### src/hdl/mts_pkg.sv
`timescale 1ns / 1ps
// ----------------------------------------------------------------------------
// mts_pkg
// Shared types, command codes and melody tables for the tone sequencer.
// ----------------------------------------------------------------------------
package mts_pkg;

	localparam logic [2:0] CMD_TICK   = 3'd0;
	localparam logic [2:0] CMD_WRITE  = 3'd1;
	localparam logic [2:0] CMD_PLAY   = 3'd2;
	localparam logic [2:0] CMD_BEEP   = 3'd3;
	localparam logic [2:0] CMD_STOP   = 3'd4;
	localparam logic [2:0] CMD_PAUSE  = 3'd5;
	localparam logic [2:0] CMD_RESUME = 3'd6;

	localparam logic [2:0] MEL_USER    = 3'd0;
	localparam logic [2:0] MEL_UP      = 3'd1;
	localparam logic [2:0] MEL_DOWN    = 3'd2;
	localparam logic [2:0] MEL_TWINKLE = 3'd3;
	localparam logic [2:0] MEL_BB      = 3'd4;
	localparam logic [2:0] MEL_BOOT    = 3'd5;
	localparam logic [2:0] SRC_BEEP    = 3'd6;

	localparam logic [1:0] REG_VOLUME = 2'd0;
	localparam logic [1:0] REG_TEMPO  = 2'd1;
	localparam logic [1:0] REG_RES    = 2'd2;

	localparam int VOL_RST   = 50;
	localparam int TEMPO_RST = 256;
	localparam int RES_RST   = 8;

	localparam logic [18:0] MIN_NOTE_MS = 19'd5;
	localparam logic [18:0] ELAPSED_MAX = 19'h7FFFF;

	typedef struct packed {
		logic [15:0] f;
		logic [15:0] d;
	} tone_t;

	typedef struct packed {
		logic [2:0]  command;
		logic [2:0]  melody;
		logic [5:0]  note_index;
		logic [15:0] note_freq;
		logic [15:0] note_duration;
		logic [6:0]  seq_length;
		logic        repeat_req;
	} item_t;

	// status after one request; use_fetch: frequency still sits in the fetch register
	typedef struct packed {
		logic        playing;
		logic        paused;
		logic [5:0]  position;
		logic        use_fetch;
		logic [15:0] freq;
	} res_t;

	localparam tone_t ROM_UP [8] = '{
		{16'd262, 16'd200}, {16'd294, 16'd200}, {16'd330, 16'd200}, {16'd349, 16'd200},
		{16'd392, 16'd200}, {16'd440, 16'd200}, {16'd494, 16'd200}, {16'd523, 16'd400}};

	localparam tone_t ROM_DOWN [8] = '{
		{16'd523, 16'd200}, {16'd494, 16'd200}, {16'd440, 16'd200}, {16'd392, 16'd200},
		{16'd349, 16'd200}, {16'd330, 16'd200}, {16'd294, 16'd200}, {16'd262, 16'd400}};

	localparam tone_t ROM_TWINKLE [14] = '{
		{16'd262, 16'd300}, {16'd262, 16'd300}, {16'd392, 16'd300}, {16'd392, 16'd300},
		{16'd440, 16'd300}, {16'd440, 16'd300}, {16'd392, 16'd600}, {16'd349, 16'd300},
		{16'd349, 16'd300}, {16'd330, 16'd300}, {16'd330, 16'd300}, {16'd294, 16'd300},
		{16'd294, 16'd300}, {16'd262, 16'd600}};

	localparam tone_t ROM_BB [5] = '{
		{16'd0, 16'd80}, {16'd780, 16'd120}, {16'd0, 16'd80}, {16'd900, 16'd200},
		{16'd0, 16'd80}};

	localparam tone_t ROM_BOOT [18] = '{
		{16'd523, 16'd60}, {16'd0, 16'd20}, {16'd659, 16'd60}, {16'd0, 16'd20},
		{16'd784, 16'd60}, {16'd0, 16'd60}, {16'd1046, 16'd140}, {16'd0, 16'd40},
		{16'd784, 16'd60}, {16'd659, 16'd60}, {16'd523, 16'd120}, {16'd0, 16'd100},
		{16'd392, 16'd40}, {16'd440, 16'd40}, {16'd466, 16'd40}, {16'd494, 16'd90},
		{16'd0, 16'd60}, {16'd523, 16'd240}};

	function automatic logic [6:0] rom_len(input logic [2:0] src);
		logic [6:0] n;
		case (src)
			MEL_UP:      n = 7'd8;
			MEL_DOWN:    n = 7'd8;
			MEL_TWINKLE: n = 7'd14;
			MEL_BB:      n = 7'd5;
			MEL_BOOT:    n = 7'd18;
			default:     n = 7'd0;
		endcase
		return n;
	endfunction

	function automatic tone_t rom_note(input logic [2:0] src, input logic [5:0] pos);
		tone_t t;
		t = '0;
		case (src)
			MEL_UP:      if (pos < 6'd8)  t = ROM_UP[pos[2:0]];
			MEL_DOWN:    if (pos < 6'd8)  t = ROM_DOWN[pos[2:0]];
			MEL_TWINKLE: if (pos < 6'd14) t = ROM_TWINKLE[pos[3:0]];
			MEL_BB:      if (pos < 6'd5)  t = ROM_BB[pos[2:0]];
			MEL_BOOT:    if (pos < 6'd18) t = ROM_BOOT[pos[4:0]];
			default:     t = '0;
		endcase
		return t;
	endfunction

endpackage

### src/hdl/mts_if.sv
`timescale 1ns / 1ps
// ----------------------------------------------------------------------------
// mts_if
// Valid/ready channels for requests and tone results.
// ----------------------------------------------------------------------------
interface mts_in_if;
	logic        valid;
	logic        ready;
	logic [2:0]  command;
	logic [2:0]  melody;
	logic [5:0]  note_index;
	logic [15:0] note_freq;
	logic [15:0] note_duration;
	logic [6:0]  seq_length;
	logic        repeat_req;

	modport source (
		output valid, command, melody, note_index, note_freq, note_duration,
		       seq_length, repeat_req,
		input  ready
	);
	modport sink (
		input  valid, command, melody, note_index, note_freq, note_duration,
		       seq_length, repeat_req,
		output ready
	);
endinterface

interface mts_out_if;
	logic        valid;
	logic        ready;
	logic [15:0] tone_freq;
	logic [15:0] duty;
	logic        playing;
	logic        paused;
	logic [5:0]  position;

	modport source (
		output valid, tone_freq, duty, playing, paused, position,
		input  ready
	);
	modport sink (
		input  valid, tone_freq, duty, playing, paused, position,
		output ready
	);
endinterface

### src/hdl/mts_note_store.sv
`timescale 1ns / 1ps
// ----------------------------------------------------------------------------
// mts_note_store
// User note memory, one write and one registered read port.
// ----------------------------------------------------------------------------
module mts_note_store #(
	parameter int DEPTH = 64,
	parameter int AW    = 6
) (
	input  logic              clk,
	input  logic              we,
	input  logic [AW-1:0]     waddr,
	input  mts_pkg::tone_t    wdata,
	input  logic              re,
	input  logic [AW-1:0]     raddr,
	output mts_pkg::tone_t    rdata
);

	mts_pkg::tone_t mem [DEPTH];

	always_ff @(posedge clk) begin
		if (we) begin
			mem[waddr] <= wdata;
		end
	end

	always_ff @(posedge clk) begin
		if (re) begin
			rdata <= mem[raddr];
		end
	end

endmodule

### src/hdl/mts_cfg.sv
`timescale 1ns / 1ps
// ----------------------------------------------------------------------------
// mts_cfg
// APB register file and PWM duty calculation.
// ----------------------------------------------------------------------------
module mts_cfg (
	input  logic        clk,
	input  logic        arst_n,
	input  logic        psel,
	input  logic        penable,
	input  logic        pwrite,
	input  logic [3:0]  paddr,
	input  logic [31:0] pwdata,
	output logic [31:0] prdata,
	output logic        pready,
	output logic [10:0] tempo,
	output logic [15:0] duty
);

	localparam logic [22:0] PROD_RST = 23'(((1 << mts_pkg::RES_RST) - 1) * mts_pkg::VOL_RST);
	localparam logic [15:0] DUTY_RST = 16'(PROD_RST / 100);
	// x/100 == (x * 10737419) >> 30 for x below 2^23
	localparam logic [23:0] DIV100_MUL = 24'd10737419;

	logic [6:0]  vol_q;
	logic [10:0] tempo_q;
	logic [4:0]  res_q;
	logic [1:0]  idx;
	logic        wr;
	logic [6:0]  vol_nx;
	logic [10:0] tempo_nx;
	logic [4:0]  res_nx;
	logic [15:0] full;
	logic [22:0] prod_q;
	logic        vol_nz_q;
	logic [46:0] quot_full;
	logic [15:0] quot;
	logic [15:0] duty_q;

	assign pready = 1'b1;
	assign idx    = paddr[3:2];
	assign wr     = psel && penable && pwrite;

	always_comb begin
		vol_nx   = (pwdata[6:0] > 7'd100) ? 7'd100 : pwdata[6:0];
		tempo_nx = pwdata[10:0];
		if (tempo_nx < 11'd51) tempo_nx = 11'd51;
		if (tempo_nx > 11'd1280) tempo_nx = 11'd1280;
		res_nx = pwdata[4:0];
		if (res_nx < 5'd1) res_nx = 5'd1;
		if (res_nx > 5'd16) res_nx = 5'd16;
	end

	always_ff @(posedge clk or negedge arst_n) begin
		if (!arst_n) begin
			vol_q   <= 7'(mts_pkg::VOL_RST);
			tempo_q <= 11'(mts_pkg::TEMPO_RST);
			res_q   <= 5'(mts_pkg::RES_RST);
		end else if (wr) begin
			unique case (idx)
				mts_pkg::REG_VOLUME: vol_q   <= vol_nx;
				mts_pkg::REG_TEMPO:  tempo_q <= tempo_nx;
				mts_pkg::REG_RES:    res_q   <= res_nx;
				default: ;
			endcase
		end
	end

	always_comb begin
		unique case (idx)
			mts_pkg::REG_VOLUME: prdata = 32'(vol_q);
			mts_pkg::REG_TEMPO:  prdata = 32'(tempo_q);
			mts_pkg::REG_RES:    prdata = 32'(res_q);
			default:             prdata = '0;
		endcase
	end

	// full-scale duty times volume is registered, then divided by 100 into the duty register
	assign full      = 16'((17'd1 << res_q) - 17'd1);
	assign quot_full = 47'(prod_q) * 47'(DIV100_MUL);
	assign quot      = quot_full[45:30];

	always_ff @(posedge clk or negedge arst_n) begin
		if (!arst_n) begin
			prod_q   <= PROD_RST;
			vol_nz_q <= 1'b1;
			duty_q   <= DUTY_RST;
		end else begin
			prod_q   <= 23'(full) * 23'(vol_q);
			vol_nz_q <= (vol_q != 7'd0);
			duty_q   <= (quot == 16'd0 && vol_nz_q) ? 16'd1 : quot;
		end
	end

	assign tempo = tempo_q;
	assign duty  = duty_q;

endmodule

### src/hdl/mts_seq.sv
`timescale 1ns / 1ps
// ----------------------------------------------------------------------------
// mts_seq
// Playback state, request decode and note fetch.
// ----------------------------------------------------------------------------
module mts_seq #(
	parameter int NOTE_DEPTH = 64
) (
	input  logic            clk,
	input  logic            arst_n,
	input  logic            acc,
	input  mts_pkg::item_t  item,
	input  logic [10:0]     tempo,
	output mts_pkg::res_t   res_nx,
	output logic [15:0]     fetch_f
);

	localparam int AW = (NOTE_DEPTH > 1) ? $clog2(NOTE_DEPTH) : 1;

	function automatic logic [18:0] scale_dur(input logic [15:0] d, input logic [10:0] t);
		logic [26:0] p;
		logic [18:0] l;
		p = 27'(d) * 27'(t);
		l = p[26:8];
		if (l < mts_pkg::MIN_NOTE_MS) l = mts_pkg::MIN_NOTE_MS;
		return l;
	endfunction

	logic [2:0]  src_q;
	logic [6:0]  len_q;
	logic [6:0]  pos_q;
	logic        playing_q;
	logic        paused_q;
	logic        loop_q;
	logic [18:0] elapsed_q;
	logic [18:0] sdur_q;
	logic [15:0] cur_q;
	logic        pend_q;
	logic        fsel_user_q;
	mts_pkg::tone_t rom_q;
	mts_pkg::tone_t beep_q;
	mts_pkg::tone_t rd_data;

	logic [15:0] fetch_d;
	logic [15:0] eff_f;
	logic [18:0] eff_sdur;
	logic [18:0] el_inc;
	logic [6:0]  pos_inc;
	logic [6:0]  sl_sat;

	logic [2:0]  n_src;
	logic [6:0]  n_len;
	logic [6:0]  n_pos;
	logic        n_play;
	logic        n_pause;
	logic        n_loop;
	logic [18:0] n_el;
	logic [15:0] n_f;
	logic        try_start;
	logic        start;
	logic        stop;
	mts_pkg::tone_t beep_nx;
	mts_pkg::tone_t rom_nx;

	logic          we;
	logic          re;
	logic [31:0]   waddr_w;
	logic [31:0]   raddr_w;

	// a started note's data lands in rom_q or the store read register in the cycle after the start
	assign fetch_f  = fsel_user_q ? rd_data.f : rom_q.f;
	assign fetch_d  = fsel_user_q ? rd_data.d : rom_q.d;
	assign eff_f    = pend_q ? fetch_f : cur_q;
	assign eff_sdur = pend_q ? scale_dur(fetch_d, tempo) : sdur_q;
	assign el_inc   = (elapsed_q == mts_pkg::ELAPSED_MAX) ? elapsed_q : elapsed_q + 19'd1;
	assign pos_inc  = pos_q + 7'd1;
	assign sl_sat   = (32'(item.seq_length) > NOTE_DEPTH) ? 7'(NOTE_DEPTH) : item.seq_length;

	always_comb begin
		n_src     = src_q;
		n_len     = len_q;
		n_pos     = pos_q;
		n_play    = playing_q;
		n_pause   = paused_q;
		n_loop    = loop_q;
		n_el      = elapsed_q;
		n_f       = eff_f;
		beep_nx   = beep_q;
		try_start = 1'b0;
		stop      = 1'b0;
		we        = 1'b0;
		unique case (item.command)
			mts_pkg::CMD_TICK: begin
				if (playing_q && !paused_q && len_q != 7'd0) begin
					n_el = el_inc;
					if (el_inc >= eff_sdur) begin
						if (pos_inc >= len_q) begin
							if (loop_q) begin
								n_pos     = 7'd0;
								try_start = 1'b1;
							end else begin
								stop = 1'b1;
							end
						end else begin
							n_pos     = pos_inc;
							try_start = 1'b1;
						end
					end
				end
			end
			mts_pkg::CMD_WRITE: begin
				we = (32'(item.note_index) < NOTE_DEPTH);
			end
			mts_pkg::CMD_PLAY: begin
				if (item.melody == mts_pkg::MEL_USER) begin
					n_src = mts_pkg::MEL_USER;
					n_len = sl_sat;
				end else if (item.melody <= mts_pkg::MEL_BOOT) begin
					n_src = item.melody;
					n_len = mts_pkg::rom_len(item.melody);
				end
				n_loop    = item.repeat_req;
				n_pos     = 7'd0;
				n_pause   = 1'b0;
				n_play    = 1'b1;
				try_start = 1'b1;
			end
			mts_pkg::CMD_BEEP: begin
				beep_nx   = {item.note_freq, item.note_duration};
				n_src     = mts_pkg::SRC_BEEP;
				n_len     = 7'd1;
				n_loop    = 1'b0;
				n_pos     = 7'd0;
				n_pause   = 1'b0;
				n_play    = 1'b1;
				try_start = 1'b1;
			end
			mts_pkg::CMD_STOP: begin
				stop = 1'b1;
			end
			mts_pkg::CMD_PAUSE: begin
				if (playing_q) begin
					n_pause = 1'b1;
					n_f     = 16'd0;
				end
			end
			mts_pkg::CMD_RESUME: begin
				if (playing_q && paused_q) begin
					n_pause   = 1'b0;
					n_el      = 19'd0;
					try_start = 1'b1;
				end
			end
			default: ;
		endcase

		if (stop) begin
			n_play  = 1'b0;
			n_pause = 1'b0;
			n_pos   = 7'd0;
			n_len   = 7'd0;
			n_f     = 16'd0;
		end

		start = 1'b0;
		if (try_start) begin
			if (n_len == 7'd0 || n_pos >= n_len) begin
				n_f = 16'd0;
			end else begin
				start = 1'b1;
				n_el  = 19'd0;
			end
		end

		rom_nx = (n_src == mts_pkg::SRC_BEEP) ? beep_nx : mts_pkg::rom_note(n_src, n_pos[5:0]);
		re     = acc && start && (n_src == mts_pkg::MEL_USER);

		res_nx.playing   = n_play;
		res_nx.paused    = n_pause;
		res_nx.position  = n_pos[5:0];
		res_nx.use_fetch = start;
		res_nx.freq      = (n_play && !n_pause) ? n_f : 16'd0;
	end

	assign waddr_w = 32'(item.note_index);
	assign raddr_w = 32'(n_pos);

	mts_note_store #(
		.DEPTH (NOTE_DEPTH),
		.AW    (AW)
	) u_store (
		.clk   (clk),
		.we    (acc && we),
		.waddr (waddr_w[AW-1:0]),
		.wdata ({item.note_freq, item.note_duration}),
		.re    (re),
		.raddr (raddr_w[AW-1:0]),
		.rdata (rd_data)
	);

	always_ff @(posedge clk or negedge arst_n) begin
		if (!arst_n) begin
			src_q     <= mts_pkg::MEL_USER;
			len_q     <= '0;
			pos_q     <= '0;
			playing_q <= 1'b0;
			paused_q  <= 1'b0;
			loop_q    <= 1'b0;
			elapsed_q <= '0;
			sdur_q    <= '0;
			cur_q     <= '0;
			pend_q    <= 1'b0;
		end else if (acc) begin
			src_q     <= n_src;
			len_q     <= n_len;
			pos_q     <= n_pos;
			playing_q <= n_play;
			paused_q  <= n_pause;
			loop_q    <= n_loop;
			elapsed_q <= n_el;
			pend_q    <= start;
			if (!start) begin
				cur_q  <= n_f;
				sdur_q <= eff_sdur;
			end
		end else if (pend_q) begin
			// fold the fetched note into the state registers
			cur_q  <= eff_f;
			sdur_q <= eff_sdur;
			pend_q <= 1'b0;
		end
	end

	always_ff @(posedge clk) begin
		if (acc) begin
			beep_q <= beep_nx;
			if (start) begin
				fsel_user_q <= (n_src == mts_pkg::MEL_USER);
				rom_q       <= rom_nx;
			end
		end
	end

endmodule

### src/hdl/melody_tone_sequencer_core.sv
`timescale 1ns / 1ps
// ----------------------------------------------------------------------------
// melody_tone_sequencer_core
// Note sequencer for a PWM buzzer: ROM melodies, user note store and beeps.
// ----------------------------------------------------------------------------
// Usage:
//   cmd  - request channel (valid/ready): tick, write note, play, beep, stop,
//          pause, resume. Every request yields exactly one result.
//   tone - result channel (valid/ready): frequency, duty, playing, paused
//          and position after the request.
//   APB  - volume, tempo and PWM resolution; write only while idle.
// Pipeline: each result passes the decode/state register, then the
//   output register.
// Throughput: one request per cycle unless the output stalls; the whole state update is one pass.
//   A started note's data arrives from the ROM register or the note store
//   read port in the next cycle and is folded into the state then.
// Reset: playback stopped, registers at volume 50, tempo 256, 8 bits. The
//   note store is not cleared; entries read before being written are junk.
// Stall: with the output held, one more request is taken into the first
//   stage, after which ready drops until the output drains.
// ----------------------------------------------------------------------------
module melody_tone_sequencer_core #(
	parameter int NOTE_DEPTH = 64
) (
	input  logic        clk,
	input  logic        arst_n,
	input  logic        psel,
	input  logic        penable,
	input  logic        pwrite,
	input  logic [3:0]  paddr,
	input  logic [31:0] pwdata,
	output logic [31:0] prdata,
	output logic        pready,
	mts_in_if.sink      cmd,
	mts_out_if.source   tone
);

	logic [10:0]    tempo;
	logic [15:0]    duty;
	mts_pkg::item_t item;
	mts_pkg::res_t  res_nx;
	logic [15:0]    fetch_f;
	logic           acc;
	logic           adv;

	logic           s1_valid_q;
	mts_pkg::res_t  s1_q;
	logic           s2_valid_q;
	logic [15:0]    freq_s2;
	logic           playing_s2;
	logic           paused_s2;
	logic [5:0]     pos_s2;

	mts_cfg u_cfg (
		.clk     (clk),
		.arst_n  (arst_n),
		.psel    (psel),
		.penable (penable),
		.pwrite  (pwrite),
		.paddr   (paddr),
		.pwdata  (pwdata),
		.prdata  (prdata),
		.pready  (pready),
		.tempo   (tempo),
		.duty    (duty)
	);

	assign item.command       = cmd.command;
	assign item.melody        = cmd.melody;
	assign item.note_index    = cmd.note_index;
	assign item.note_freq     = cmd.note_freq;
	assign item.note_duration = cmd.note_duration;
	assign item.seq_length    = cmd.seq_length;
	assign item.repeat_req    = cmd.repeat_req;

	assign adv       = s1_valid_q && (!s2_valid_q || tone.ready);
	assign cmd.ready = !s1_valid_q || adv;
	assign acc       = cmd.valid && cmd.ready;

	mts_seq #(
		.NOTE_DEPTH (NOTE_DEPTH)
	) u_seq (
		.clk     (clk),
		.arst_n  (arst_n),
		.acc     (acc),
		.item    (item),
		.tempo   (tempo),
		.res_nx  (res_nx),
		.fetch_f (fetch_f)
	);

	always_ff @(posedge clk or negedge arst_n) begin
		if (!arst_n) begin
			s1_valid_q <= 1'b0;
			s2_valid_q <= 1'b0;
		end else begin
			if (acc) begin
				s1_valid_q <= 1'b1;
			end else if (adv) begin
				s1_valid_q <= 1'b0;
			end
			if (adv) begin
				s2_valid_q <= 1'b1;
			end else if (tone.ready) begin
				s2_valid_q <= 1'b0;
			end
		end
	end

	always_ff @(posedge clk) begin
		if (acc) begin
			s1_q <= res_nx;
		end
		if (adv) begin
			freq_s2    <= s1_q.use_fetch ? fetch_f : s1_q.freq;
			playing_s2 <= s1_q.playing;
			paused_s2  <= s1_q.paused;
			pos_s2     <= s1_q.position;
		end
	end

	assign tone.valid     = s2_valid_q;
	assign tone.tone_freq = freq_s2;
	assign tone.duty      = (freq_s2 != 16'd0) ? duty : 16'd0;
	assign tone.playing   = playing_s2;
	assign tone.paused    = paused_s2;
	assign tone.position  = pos_s2;

	a_sound_when_playing: assert property (@(posedge clk) disable iff (!arst_n)
		(tone.valid && tone.tone_freq != 16'd0) |-> (tone.playing && !tone.paused))
		else $error("tone while not playing");

	a_pause_needs_play: assert property (@(posedge clk) disable iff (!arst_n)
		(tone.valid && tone.paused) |-> tone.playing)
		else $error("paused while stopped");

	a_ready_when_drained: assert property (@(posedge clk) disable iff (!arst_n)
		!s2_valid_q |-> cmd.ready)
		else $error("request stalled with empty output");

	a_fetch_stable: assert property (@(posedge clk) disable iff (!arst_n)
		(s1_valid_q && s1_q.use_fetch && !adv) |=> $stable(fetch_f))
		else $error("fetched note lost while result waits");

endmodule
### src/flat_wrapper.sv
// flat-port wrapper written by rule: the top's interface ports become plain ports
module melody_tone_sequencer_core_flat 
#(
	parameter int NOTE_DEPTH = 64
)
  (clk, arst_n, psel, penable, pwrite, paddr, pwdata, prdata, pready, cmd_valid, cmd_command, cmd_melody, cmd_note_index, cmd_note_freq, cmd_note_duration, cmd_seq_length, cmd_repeat_req, cmd_ready, tone_valid, tone_tone_freq, tone_duty, tone_playing, tone_paused, tone_position, tone_ready);
  mts_in_if cmd_i ();
  mts_out_if tone_i ();
  input  logic clk;
  input  logic arst_n;
  input  logic psel;
  input  logic penable;
  input  logic pwrite;
  input  logic [3:0] paddr;
  input  logic [31:0] pwdata;
  output logic [31:0] prdata;
  output logic pready;
  input wire logic [$bits(cmd_i.valid)-1:0] cmd_valid;
  input wire logic [$bits(cmd_i.command)-1:0] cmd_command;
  input wire logic [$bits(cmd_i.melody)-1:0] cmd_melody;
  input wire logic [$bits(cmd_i.note_index)-1:0] cmd_note_index;
  input wire logic [$bits(cmd_i.note_freq)-1:0] cmd_note_freq;
  input wire logic [$bits(cmd_i.note_duration)-1:0] cmd_note_duration;
  input wire logic [$bits(cmd_i.seq_length)-1:0] cmd_seq_length;
  input wire logic [$bits(cmd_i.repeat_req)-1:0] cmd_repeat_req;
  output wire logic [$bits(cmd_i.ready)-1:0] cmd_ready;
  output wire logic [$bits(tone_i.valid)-1:0] tone_valid;
  output wire logic [$bits(tone_i.tone_freq)-1:0] tone_tone_freq;
  output wire logic [$bits(tone_i.duty)-1:0] tone_duty;
  output wire logic [$bits(tone_i.playing)-1:0] tone_playing;
  output wire logic [$bits(tone_i.paused)-1:0] tone_paused;
  output wire logic [$bits(tone_i.position)-1:0] tone_position;
  input wire logic [$bits(tone_i.ready)-1:0] tone_ready;
  assign cmd_i.valid = cmd_valid;
  assign cmd_i.command = cmd_command;
  assign cmd_i.melody = cmd_melody;
  assign cmd_i.note_index = cmd_note_index;
  assign cmd_i.note_freq = cmd_note_freq;
  assign cmd_i.note_duration = cmd_note_duration;
  assign cmd_i.seq_length = cmd_seq_length;
  assign cmd_i.repeat_req = cmd_repeat_req;
  assign cmd_ready = cmd_i.ready;
  assign tone_valid = tone_i.valid;
  assign tone_tone_freq = tone_i.tone_freq;
  assign tone_duty = tone_i.duty;
  assign tone_playing = tone_i.playing;
  assign tone_paused = tone_i.paused;
  assign tone_position = tone_i.position;
  assign tone_i.ready = tone_ready;
  melody_tone_sequencer_core #(.NOTE_DEPTH(NOTE_DEPTH)) u_core (.clk(clk), .arst_n(arst_n), .psel(psel), .penable(penable), .pwrite(pwrite), .paddr(paddr), .pwdata(pwdata), .prdata(prdata), .pready(pready), .cmd(cmd_i), .tone(tone_i));
endmodule
### config.mk
export PLATFORM = sky130hd
export DESIGN_NAME = melody_tone_sequencer_core_flat
export DESIGN_NICKNAME = d
export VERILOG_FILES = /design/src/hdl/mts_pkg.sv /design/src/hdl/mts_if.sv /design/src/hdl/mts_note_store.sv /design/src/hdl/mts_cfg.sv /design/src/hdl/mts_seq.sv /design/src/hdl/melody_tone_sequencer_core.sv /design/src/flat_wrapper.sv
export SDC_FILE = /design/constraint.sdc
export NUM_CORES = 2
export LEC_CHECK = 0
export CAP_MARGIN = 5
export CORE_MARGIN = 1
export CORE_UTILIZATION = 26
export CTS_BUF_LIST = sky130_fd_sc_hd__clkbuf_16
export DETAILED_ROUTE_END_ITERATION = 8
export DONT_BUFFER_PORTS = 1
export GPL_TIMING_DRIVEN = 0
export PLACE_DENSITY_LB_ADDON = 0.25
export SLEW_MARGIN = 30
export SYNTH_ARGS = -nofsm -noshare
export SYNTH_HDL_FRONTEND = slang
export SYNTH_SLANG_ARGS = --single-unit
### constraint.sdc
create_clock -name clk -period 21 [get_ports clk]
set_input_delay 4.2 -clock clk [delete_from_list [all_inputs] [get_ports clk]]
set_output_delay 4.2 -clock clk [all_outputs]
set_load 0.05 [all_outputs]
==> flow_summary_export.csv <==
group,metric,value,unit
outcome,status,"completed",
synth,postSynth.asyncResetShare,6.00,%
sta,fin_crit,17.40,ns
sta,fin_crit_sh,82.9,%
synth,synthesis.area,0.112,mm^2
synth,ys.flop_type,"edfxtp_1",
sta,finalSetupTns,0,ns
detailed_routing,drc_errors,0,
synth,avgSynthCellArea,13.2,um^2
clock_network,cts_sinks,2334,
sta,hold_viol,0,
worst_setup_path,crit_path_start_kind,"flop",
sta,max_freq,57.5,MHz
synth,ys_top_cells_by_area,"edfxtp_1, fa_1, ha_1",
sta,slew_violations,0,
worst_setup_path,cp_max_fo,10,
sta,fin_skew,0.171,ns
placed_design,place.gp.congestion,0.959,
worst_setup_path,crit_path_max_incr_delay,0.79,ns
grt,overflow,0,
grt,grt_use_total,20.7,%
floorplanning,num_io_pins,170,
clock_network,cts_resized,0,
clock_network,clock_latency,0.99,ns
synth,ys_seq_elements,2334,
floorplanning,start_util,26.2,%
layout,fin_nets,9819,
synth,synthCells,8532,
detailed_routing,routed-via-count,77400,
flow_run,maxCapViolCount,0,
worst_setup_path,cp-end-kind,"flop",
synth,netlist.top_cell.by_area,"edfxtp_1",
placed_design,hpwlAfterDp,339000,um
worst_setup_path,path_class,"reg2reg",
worst_hold_path,worstHoldStart,"u_core.s1_q[24]$_DFFE_PP_",
clock_network,clkTransAtPathRegs,0.06,ns
detailed_routing,wl_per_cell,31.2,um
clock_network,hold_buffers,0,
floorplanning,dieArea,0.434,mm^2
worst_setup_path,crit_path_top_delay_cell,"clkbuf_1",
grt,grt_pass1_vias,74600,
worst_setup_path,worst_path_most_repeated_cell,"a21o_1",
detailed_routing,dr.pass1.iters,6,
worst_hold_path,hold_class,"reg2reg",
sta,setup_violations,0,
synth,yosysSeqAreaShare,61.9,%
synth,synth_edf_count,2194,
floorplanning,die_x,659,um
sta,tightest_slew,1.16,ns
clock_network,cts_setup_buffers,0,
clock_network,cts.path.max_buffers,4,
sta,rsz0062_at_grt,"false",
grt,antenna_found_initial,84,
worst_setup_path,arrival,17.95,ns
grt,grt_pass1_wl,625000,um
clock_network,clockRootBuffer,"clkbuf_16",
floorplanning,die_height,659,um
placed_design,port_buffers,0,
detailed_routing,route.antenna.remaining_nets,0,
layout,layout-drive-gt1-share,11.3,%
grt,grt_max_degree,141,
clock_network,htree_num_levels,4,
sta,fin_ws,3.60,ns
placed_design,dp_slack,3.23,ns
worst_setup_path,r2r_slack,3.60,ns
worst_setup_path,required,21.55,ns
synth,ys_types,106,
sta,max_slew_margin,21.7,%
layout,area_growth,17.2,%
synth,ys_warn_count,0,
synth,yosysTopAreaCellShare,58.7,%
floorplanning,core-area,0.429,mm^2
synth,ys_top_cells_by_count,"edfxtp_1, nand2_1, inv_1",
detailed_routing,viasPerCell,5.20,
floorplanning,rows,240,
synth,yosysMostFrequentCell,"edfxtp_1",
detailed_routing,drt-total-wl,464000,um
worst_setup_path,startpoint,"u_core.u_seq.fsel_user_q$_DFFE_PP_",
detailed_routing,drt_iter0_markers,11200,
clock_network,cts_buffers,238,
clock_network,tritoncts,"done",
worst_setup_path,crit-reg2reg-launch,"u_core.u_seq.fsel_user_q$_DFFE_PP_",
kinds of logic (layout without fill, tap and decap cells):
logic type / count (synthesis) / count (layout) / share of synthesized area [%]
and+or+nand+nor: 2198 / 2198 / 8.80
DFF: 2334 / 2334 / 61.9
other: 2 / 70 / 0.00669
xor gates and xnor gates: 74 / 74 / 0.578
muxes: 444 / 444 / 4.06
buffers and inverters: 1060 / 1649 / 3.93
adders and majority gates: 771 / 771 / 11.2
AOI/OAI and AO/OA: 1649 / 1649 / 9.58
routing by layer:
layer | share of wire (%) | wire, um | global-route usage [%]
met3 | 9.9 | 46100 | 5.06
met2 | 45 | 207000 | 32.4
met4 | 5.8 | 26800 | 10.1
met1 | 40 | 183000 | 26.8
met5 | 0.072 | 336 | 0
per-stage QoR:
step / instances / hold slack, ns / util, % / cell area (um^2)
2_1_floorplan: 8552 / 0.400 / - / 112000
3_3_place_gp: 14200 / 0.414 / 27.9 / 119000
3_5_place_dp: 14400 / 0.406 / 28.9 / 124000
4_1_cts: 14800 / 0.422 / 30.7 / 131000
5_1_grt: 14800 / 0.430 / 30.7 / 131000
6_report: 14900 / 0.419 / 30.7 / 132000
final timing paths:
path	endpoint	cells after the start
worst min register to register	u_core.tone.playing$_DFFE_PP_	0
max in group asynchronous	u_core.u_cfg.tempo[8]$_DFFE_PN1P_	0
worst max-delay path	u_core.u_seq.u_store.rdata[0]$_DFFE_PP_	54
worst max register to register	u_core.u_seq.u_store.rdata[0]$_DFFE_PP_	54
min in group asynchronous	u_core.u_cfg.duty[7]$_DFF_PN0_	0
worst min-delay path	u_core.tone.playing$_DFFE_PP_	0
sequential cells by signal (all words and copies together) (netlist names), 3 cells and up:
name / cells
u_core.u_cfg.res_q: 5
u_core.u_seq.src_q: 3
u_core.u_seq.cur_q: 16
u_core.u_seq.beep_q: 32
u_core.u_cfg.prod_q: 23
u_core.u_seq.len_q: 7
u_core.u_seq.u_store.rdata: 32
u_core.u_seq.sdur_q: 19
u_core.tone.position: 6
u_core.u_seq.elapsed_q: 19
u_core.s1_q: 25
u_core.tone.tone_freq: 16
u_core.u_cfg.tempo: 11
u_core.u_seq.u_store.mem: 2048
u_core.u_seq.pos_q: 7
u_core.u_seq.rom_q: 32
u_core.u_cfg.vol_q: 7
u_core.u_cfg.duty: 16
cell type report:
class | count | area (um^2)
multi-input combinational | 5158 | 39400
clock inverter | 187 | 1440
sequential | 2334 | 69400
fill | 42700 | 297000
antenna | 48 | 120
inverter | 566 | 2120
tap | 5687 | 7120
timing repair buffer | 161 | 3580
clock buffer | 241 | 6030
buffer | 494 | 2380
placed cells by master, fill, tap and decap left out, types with 211 or more instances in the layout:
cell and instances:
a21oi_1 533, clkbuf_16 241, ha_1 383, fa_1 388
inv_1 607, edfxtp_1 2194, mux2i_1 359, clkbuf_1 211
nand2_1 1270, o21ai_0 251
critical path: cells and delay by family (launching register included):
| family | cells | cell delay [ns] |
|---|---|---|
| AOI/OAI and AO/OA | 21 | 5.66 |
| buffers and inverters | 15 | 4.57 |
| adders and majority gates | 8 | 3.41 |
| and+or+nand+nor | 9 | 2.51 |
| muxes | 1 | 0.49 |
| DFF | 1 | 0.37 |
Power is not shown: default switching activity piles up to over one toggle a cycle in this logic, so the estimate is an artifact.
